$ cat config.mk
export PLATFORM = sky130hd
export DESIGN_NAME = concentric_circle_rasterizer_unit
export DESIGN_NICKNAME = d
export VERILOG_FILES = /design/src/design/ccr_pkg.sv /design/src/design/concentric_circle_rasterizer_unit.sv
export SDC_FILE = /design/constraint.sdc
export NUM_CORES = 1
export LEC_CHECK = 0
export CAP_MARGIN = 5
export CORE_UTILIZATION = 40
export CTS_CLUSTER_DIAMETER = 100
export DETAILED_ROUTE_END_ITERATION = 12
export DONT_BUFFER_PORTS = 1
export GPL_TIMING_DRIVEN = 1
export HOLD_SLACK_MARGIN = 0.15
export RECOVER_POWER = 100
export SYNTH_ARGS = -nofsm -noshare
export SYNTH_HDL_FRONTEND = slang
export SYNTH_SLANG_ARGS = --single-unit
$ cat constraint.sdc
create_clock -name i_clk -period 11.4 [get_ports i_clk]
set_clock_uncertainty 0.05 [all_clocks]
set_input_delay 2.28 -clock i_clk [delete_from_list [all_inputs] [get_ports i_clk]]
set_output_delay 2.28 -clock i_clk [all_outputs]
set_load 0.02 [all_outputs]
$ cat src/design/ccr_pkg.sv
// Shared constants and input codes for the concentric circle rasterizer.
package ccr_pkg;

    localparam int COORD_BITS_DEF = 12;
    localparam int RAD_BITS       = 11;
    localparam int DEC_BITS       = 13;
    localparam int COLOR_BITS     = 24;
    // Working width for decision updates: holds d +/- 2*offset without overflow.
    localparam int CALC_BITS      = 15;

    typedef enum logic {
        MODE_START   = 1'b0,
        MODE_ADVANCE = 1'b1
    } t_mode;

endpackage

$ cat src/design/concentric_circle_rasterizer_unit.sv
// Concentric circle rasterizer: Andres circle stepper with an eight-pixel emitter.
// An advance item presents its first pixel in the cycle after acceptance.
// Advance items are paced by the single result channel, which carries the eight
//   symmetric pixels one per cycle while i_m_tready is high; a new item is accepted as the last pixel leaves.
// Reset (i_rst_n low, synchronous): drawing idle, emitter empty, no output valid.
module concentric_circle_rasterizer_unit #(
    parameter int COORD_BITS = ccr_pkg::COORD_BITS_DEF
) (
    input  logic i_clk,
    input  logic i_rst_n,
    // Slave side: input items
    input  logic i_s_tvalid,
    output logic o_s_tready,
    // tdata: center_x[COORD_BITS], center_y[COORD_BITS], radius[11], rings[11],
    //        color[24], zero pad to whole bytes
    input  logic [((2*COORD_BITS + 2*ccr_pkg::RAD_BITS + ccr_pkg::COLOR_BITS + 7)/8)*8-1:0]
                 i_s_tdata,
    // tuser: mode (0 start, 1 advance)
    input  logic i_s_tuser,
    // Master side: pixels
    output logic o_m_tvalid,
    input  logic i_m_tready,
    // tdata: pixel_x[COORD_BITS+2], pixel_y[COORD_BITS+2], pixel_color[24],
    //        zero pad to whole bytes
    output logic [((2*(COORD_BITS+2) + ccr_pkg::COLOR_BITS + 7)/8)*8-1:0]
                 o_m_tdata,
    // tlast: step_last (eighth pixel of one iteration)
    output logic o_m_tlast,
    // tuser: drawing_done (final pixel of the whole drawing)
    output logic o_m_tuser
);
    import ccr_pkg::*;

    localparam int CW      = COORD_BITS + 2;
    localparam int IN_W    = 2*COORD_BITS + 2*RAD_BITS + COLOR_BITS;
    localparam int OUT_W   = 2*CW + COLOR_BITS;
    localparam int OUT_PADW = ((OUT_W + 7)/8)*8;

    // Input field unpack
    logic [COORD_BITS-1:0] in_cx, in_cy;
    logic [RAD_BITS-1:0]   in_radius, in_rings;
    logic [COLOR_BITS-1:0] in_color;
    t_mode                 in_mode;

    assign in_cx     = i_s_tdata[COORD_BITS-1:0];
    assign in_cy     = i_s_tdata[2*COORD_BITS-1:COORD_BITS];
    assign in_radius = i_s_tdata[2*COORD_BITS+RAD_BITS-1:2*COORD_BITS];
    assign in_rings  = i_s_tdata[2*COORD_BITS+2*RAD_BITS-1:2*COORD_BITS+RAD_BITS];
    assign in_color  = i_s_tdata[IN_W-1:2*COORD_BITS+2*RAD_BITS];
    assign in_mode   = t_mode'(i_s_tuser);

    // Drawing state
    logic                  r_busy;
    logic [COORD_BITS-1:0] r_ctr_x, r_ctr_y;
    logic [COLOR_BITS-1:0] r_pix_color;
    logic [RAD_BITS-1:0]   r_cur_radius, r_rings_left, r_off_x, r_off_y;
    logic [DEC_BITS-1:0]   r_decision;

    // Emitter buffer: one iteration's eight pixels, served one per cycle while i_m_tready is high
    logic                  r_b_valid;
    logic [2:0]            r_k;
    logic [COORD_BITS-1:0] r_b_cx, r_b_cy;
    logic [RAD_BITS-1:0]   r_b_x, r_b_y;
    logic [COLOR_BITS-1:0] r_b_color;
    logic                  r_b_done;

    logic out_fire, out_last, in_fire, adv_fire;

    assign out_fire   = r_b_valid & i_m_tready;
    assign out_last   = (r_k == 3'(7));
    // A new item may enter while the last pixel of the previous one leaves.
    assign o_s_tready = ~r_b_valid | (out_fire & out_last);
    assign in_fire    = i_s_tvalid & o_s_tready;
    assign adv_fire   = in_fire & (in_mode == MODE_ADVANCE) & r_busy;

    // One Andres iteration on the current octant point
    logic signed [CALC_BITS-1:0] d_w, x_w, y_w, r_w, nd_w, nx_w, ny_w;
    logic                        step_cont, ring_next;

    always_comb begin
        d_w = CALC_BITS'(signed'(r_decision));
        x_w = signed'(CALC_BITS'(r_off_x));
        y_w = signed'(CALC_BITS'(r_off_y));
        r_w = signed'(CALC_BITS'(r_cur_radius));
        if (d_w >= (x_w <<< 1)) begin
            nd_w = d_w - (x_w <<< 1) - CALC_BITS'(1);
            nx_w = x_w + CALC_BITS'(1);
            ny_w = y_w;
        end else if (d_w < ((r_w - y_w) <<< 1)) begin
            nd_w = d_w + (y_w <<< 1) - CALC_BITS'(1);
            nx_w = x_w;
            ny_w = y_w - CALC_BITS'(1);
        end else begin
            nd_w = d_w + ((y_w - x_w - CALC_BITS'(1)) <<< 1);
            nx_w = x_w + CALC_BITS'(1);
            ny_w = y_w - CALC_BITS'(1);
        end
        step_cont = (ny_w >= nx_w);
        ring_next = (r_cur_radius != '0) && (r_rings_left != '0);
    end

    // Drawing state update
    always_ff @(posedge i_clk) begin
        if (!i_rst_n) begin
            r_busy <= 1'b0;
        end else if (in_fire && in_mode == MODE_START) begin
            r_busy <= 1'b1;
        end else if (adv_fire && !step_cont && !ring_next) begin
            r_busy <= 1'b0;
        end
    end

    always_ff @(posedge i_clk) begin
        if (in_fire && in_mode == MODE_START) begin
            r_ctr_x      <= in_cx;
            r_ctr_y      <= in_cy;
            r_cur_radius <= in_radius;
            r_rings_left <= in_rings;
            r_pix_color  <= in_color;
            r_off_x      <= '0;
            r_off_y      <= in_radius;
            r_decision   <= DEC_BITS'(in_radius) - DEC_BITS'(1);
        end else if (adv_fire) begin
            if (step_cont) begin
                r_off_x    <= nx_w[RAD_BITS-1:0];
                r_off_y    <= ny_w[RAD_BITS-1:0];
                r_decision <= nd_w[DEC_BITS-1:0];
            end else if (ring_next) begin
                // Step inward to the next ring
                r_cur_radius <= r_cur_radius - RAD_BITS'(1);
                r_rings_left <= r_rings_left - RAD_BITS'(1);
                r_off_x      <= '0;
                r_off_y      <= r_cur_radius - RAD_BITS'(1);
                r_decision   <= DEC_BITS'(r_cur_radius) - DEC_BITS'(2);
            end else begin
                r_off_x    <= '0;
                r_off_y    <= '0;
                r_decision <= '0;
            end
        end
    end

    // Emitter control
    always_ff @(posedge i_clk) begin
        if (!i_rst_n) begin
            r_b_valid <= 1'b0;
            r_k       <= '0;
        end else if (adv_fire) begin
            r_b_valid <= 1'b1;
            r_k       <= '0;
        end else if (out_fire) begin
            if (out_last) begin
                r_b_valid <= 1'b0;
            end
            r_k <= r_k + 3'(1);
        end
    end

    always_ff @(posedge i_clk) begin
        if (adv_fire) begin
            r_b_cx    <= r_ctr_x;
            r_b_cy    <= r_ctr_y;
            r_b_x     <= r_off_x;
            r_b_y     <= r_off_y;
            r_b_color <= r_pix_color;
            r_b_done  <= ~step_cont & ~ring_next;
        end
    end

    // Pixel select: k[0] swaps the offsets, k[1] negates the column offset,
    // k[2] negates the row offset.
    logic [CW-1:0] ox, oy, px, py;

    always_comb begin
        ox = r_k[0] ? CW'(r_b_y) : CW'(r_b_x);
        oy = r_k[0] ? CW'(r_b_x) : CW'(r_b_y);
        px = r_k[1] ? (CW'(r_b_cx) - ox) : (CW'(r_b_cx) + ox);
        py = r_k[2] ? (CW'(r_b_cy) - oy) : (CW'(r_b_cy) + oy);
    end

    assign o_m_tvalid = r_b_valid;
    assign o_m_tdata  = OUT_PADW'({r_b_color, py, px});
    assign o_m_tlast  = out_last;
    assign o_m_tuser  = out_last & r_b_done;

endmodule
==> qor.txt <==
Worst slack, placed - 3.69 ns
Number of port buffers - 0
Pwr/cell area - 162 nW/um^2
Part of the Yosys area used for sequential elements - 40.6%
Warnings from Yosys - 0
Worst-case setup margin in the final layout - 2.70 ns
Dominant cell type by count on the critical path - sky130_fd_sc_hd__a21oi_1
Post-DP HPWL - 24.2 mm
Worst-case headroom to the max-slew limit - -137%
Violations in the final reports - max-capacitance violations, max-slew violations
Most repeated cell in the gate-level netlist after synthesis - sky130_fd_sc_hd__edfxtp_1
Path category of the worst min-delay check - reg -> reg
Slowest stage cell on the critical path - sky130_fd_sc_hd__o211a_1
Unrepaired setup endpoints after global routing - false
1st-pass router iterations - 5
Number of vias after detailed routing - 9613
Top area cells in the synthesized netlist - sky130_fd_sc_hd__edfxtp_1 (38%), sky130_fd_sc_hd__ha_1 (14%), sky130_fd_sc_hd__xnor2_1 (5.7%)
Htree depth - 4
Synthesized area per cell - 9.86 sq um
WHS - 0.365 ns
Initial core utilization - 40.9%
Most area-hungry cell type in the Yosys netlist - sky130_fd_sc_hd__edfxtp_1
Pin slew with the least headroom to its limit - 3.56 ns
Instance area after placement - 13400 sq um
Routed length per instance - 18.6 um
Floorplan row count - 65
Via count of the first global-routing pass - 9323
Critical path data required time - 11.68 ns
Antenna violations before repair - 0
Sort of element at the start of the critical path - flip-flop
Final instance area - 14000 sq um
Diode insertion count for antenna repair - 0
Outcome - complete, but fails checks
Hold Buf Count CTS - 0
Total of cells resized after clock tree synthesis - 0
Share of post-route cells with drive strength above 1 - 4.17%
Top achievable clock speed - 0.115 GHz
Area of the mapped netlist - 13000 sq um
GRT Residual Overflow - 0
Routability congestion estimate from global placement - 0.915
Die X - 182 um
Crit path largest cell delay - 1.53 ns
Largest voltage drop on the vdd net - 0.000105 V
Die Outline Area - 33200 sq um
Fin Setup TNS - 0 ns
Total Nets Final - 1536
Ys async rst share - 0%
Most numerous cell types in the synthesized netlist - sky130_fd_sc_hd__edfxtp_1 (165), sky130_fd_sc_hd__ha_1 (144), sky130_fd_sc_hd__inv_1 (117)
Buffer cell driving the clock tree root - sky130_fd_sc_hd__clkbuf_16
Leak - 5.27 nW
Worst hold path depth - 0
Kind of cell adding the most delay to the critical path - compound AO/OA/AOI/OAI gates
Clock period minus worst slack - 8.70 ns
Synthesized instance count - 1317
Number of pins exceeding their max-slew limit in the final report - 288
Fraction of the cycle the final worst path needs - 76.3%
Number of enable flip-flop cells after synthesis - 165
Floorplan die height - 182 um
Clock latency on the worst-skew pair - 0.45 ns
Number of synthesized register bits - 181
Sum of routed wire length over all layers - 32.1 mm
Count of final setup violators - 0
Via density per instance - 5.59
Post-synth cell types - 67
IO Count - 137
Placeable core region - 31700 sq um
Dominant register cell in the synthesized netlist - sky130_fd_sc_hd__edfxtp_1
Count of buffers added by post-CTS timing repair for setup - 0
Maximum number of pins on one net before global-route repair - 71
Sink count of the clock tree - 181
Overall track demand over capacity in global routing - 19.8%
Number of buffers and inverters on the critical path - 2
Arrival time at the worst endpoint - 8.98 ns
WS Path Type - reg -> reg
Hold violation total from the final report - 0
Total chip power - 2.27 mW
Number of design rule violations left after detail routing - 0
Clock tree from TritonCTS - done
Number of buffers added by the clock tree synthesis step - 17
Critical Path Sink Type - flip-flop
Max cap viols - 6
Clock slew at reported path FFs - 0.08 ns
Stages on worst setup path - 27
Depth of the worst register-to-register path - 27
Max Fanout on Critical Path - 58
Drt first-iter violations - 570
Remaining antenna violation count - 0
Synth top area share - 38.2%
Global-route wire length before repair - 51.2 mm
Maximum buffer depth of the clock tree - 2
Relative area change from synthesis to final layout - 7.49%
[flip-flops by register name, summed over array words and instances (netlist names), 11 cells and up]
name,cells
r_b_color,24
r_b_cx,12
r_b_cy,12
r_b_x,11
r_b_y,11
r_ctr_x,12
r_ctr_y,12
r_cur_radius,11
r_decision,13
r_off_x,11
r_off_y,11
r_pix_color,24
r_rings_left,11
[metal layers]
metal,track usage [%],routed length (um)
met1,26.4,15000
met2,32.0,14500
met3,4.85,1890
met4,5.18,631
met5,0,0
[kinds of logic after synthesis]
group	synth area share, %
other	0.0289
buffers and inverters	4.89
AND/OR/NAND/NOR	13.2
AO/OA/AOI/OAI	15.6
flip-flops	40.6
adder cells (fa/ha/maj)	15.3
multiplexers	2.42
XOR/XNOR	7.96
[power by group]
part	switching, mW	leakage, nW	total, mW	internal, mW
logic	0.500	3.33	0.849	0.349
clock network	0.295	0.284	0.595	0.301
registers	0.0459	1.66	0.823	0.777
[area by class of cell]
| cell class | count | area, sq um |
|---|---|---|
| clock buffers | 18 | 439 |
| clock inverters | 14 | 166 |
| fillers | 3059 | 17800 |
| inverters | 117 | 439 |
| multi-input cells | 981 | 7090 |
| flip-flops and latches | 181 | 5280 |
| well taps | 402 | 503 |
| repair buffers | 8 | 41.3 |
[stage by stage]
stage,cells,util [%]
final,1721,44.0
after floorplan,1320,-
after CTS,1721,44.1
after global placement,1689,42.2
after global routing,1721,44.0
after detailed placement,1689,42.2
[final timing paths]
path / slack, ns / endpoint / start
max: 2.70 / r_off_x[2] / r_cur_radius[0]
min: 0.36 / r_b_color[12] / r_pix_color[12]
max reg2reg: 2.70 / r_off_x[2] / r_cur_radius[0]
min reg2reg: 0.36 / r_b_color[12] / r_pix_color[12]
[placed cells by master (no fill, tap or decap), types with 23 or more instances in the layout]
| cell | netlist | layout |
|---|---|---|
| sky130_fd_sc_hd__ha_1 | 144 | 144 |
| sky130_fd_sc_hd__nor2_1 | 95 | 94 |
| sky130_fd_sc_hd__a21o_1 | 23 | 23 |
| sky130_fd_sc_hd__nor3_1 | 55 | 55 |
| sky130_fd_sc_hd__xnor2_1 | 84 | 84 |
| sky130_fd_sc_hd__xor2_1 | 34 | 34 |
| sky130_fd_sc_hd__inv_1 | 117 | 117 |
| sky130_fd_sc_hd__nand2_1 | 82 | 82 |
| sky130_fd_sc_hd__o21ai_0 | 77 | 78 |
| sky130_fd_sc_hd__edfxtp_1 | 165 | 165 |
| sky130_fd_sc_hd__mux2i_1 | 28 | 28 |
| sky130_fd_sc_hd__a21oi_1 | 105 | 105 |
No activity file was read; power rests on OpenSTA's default activity.
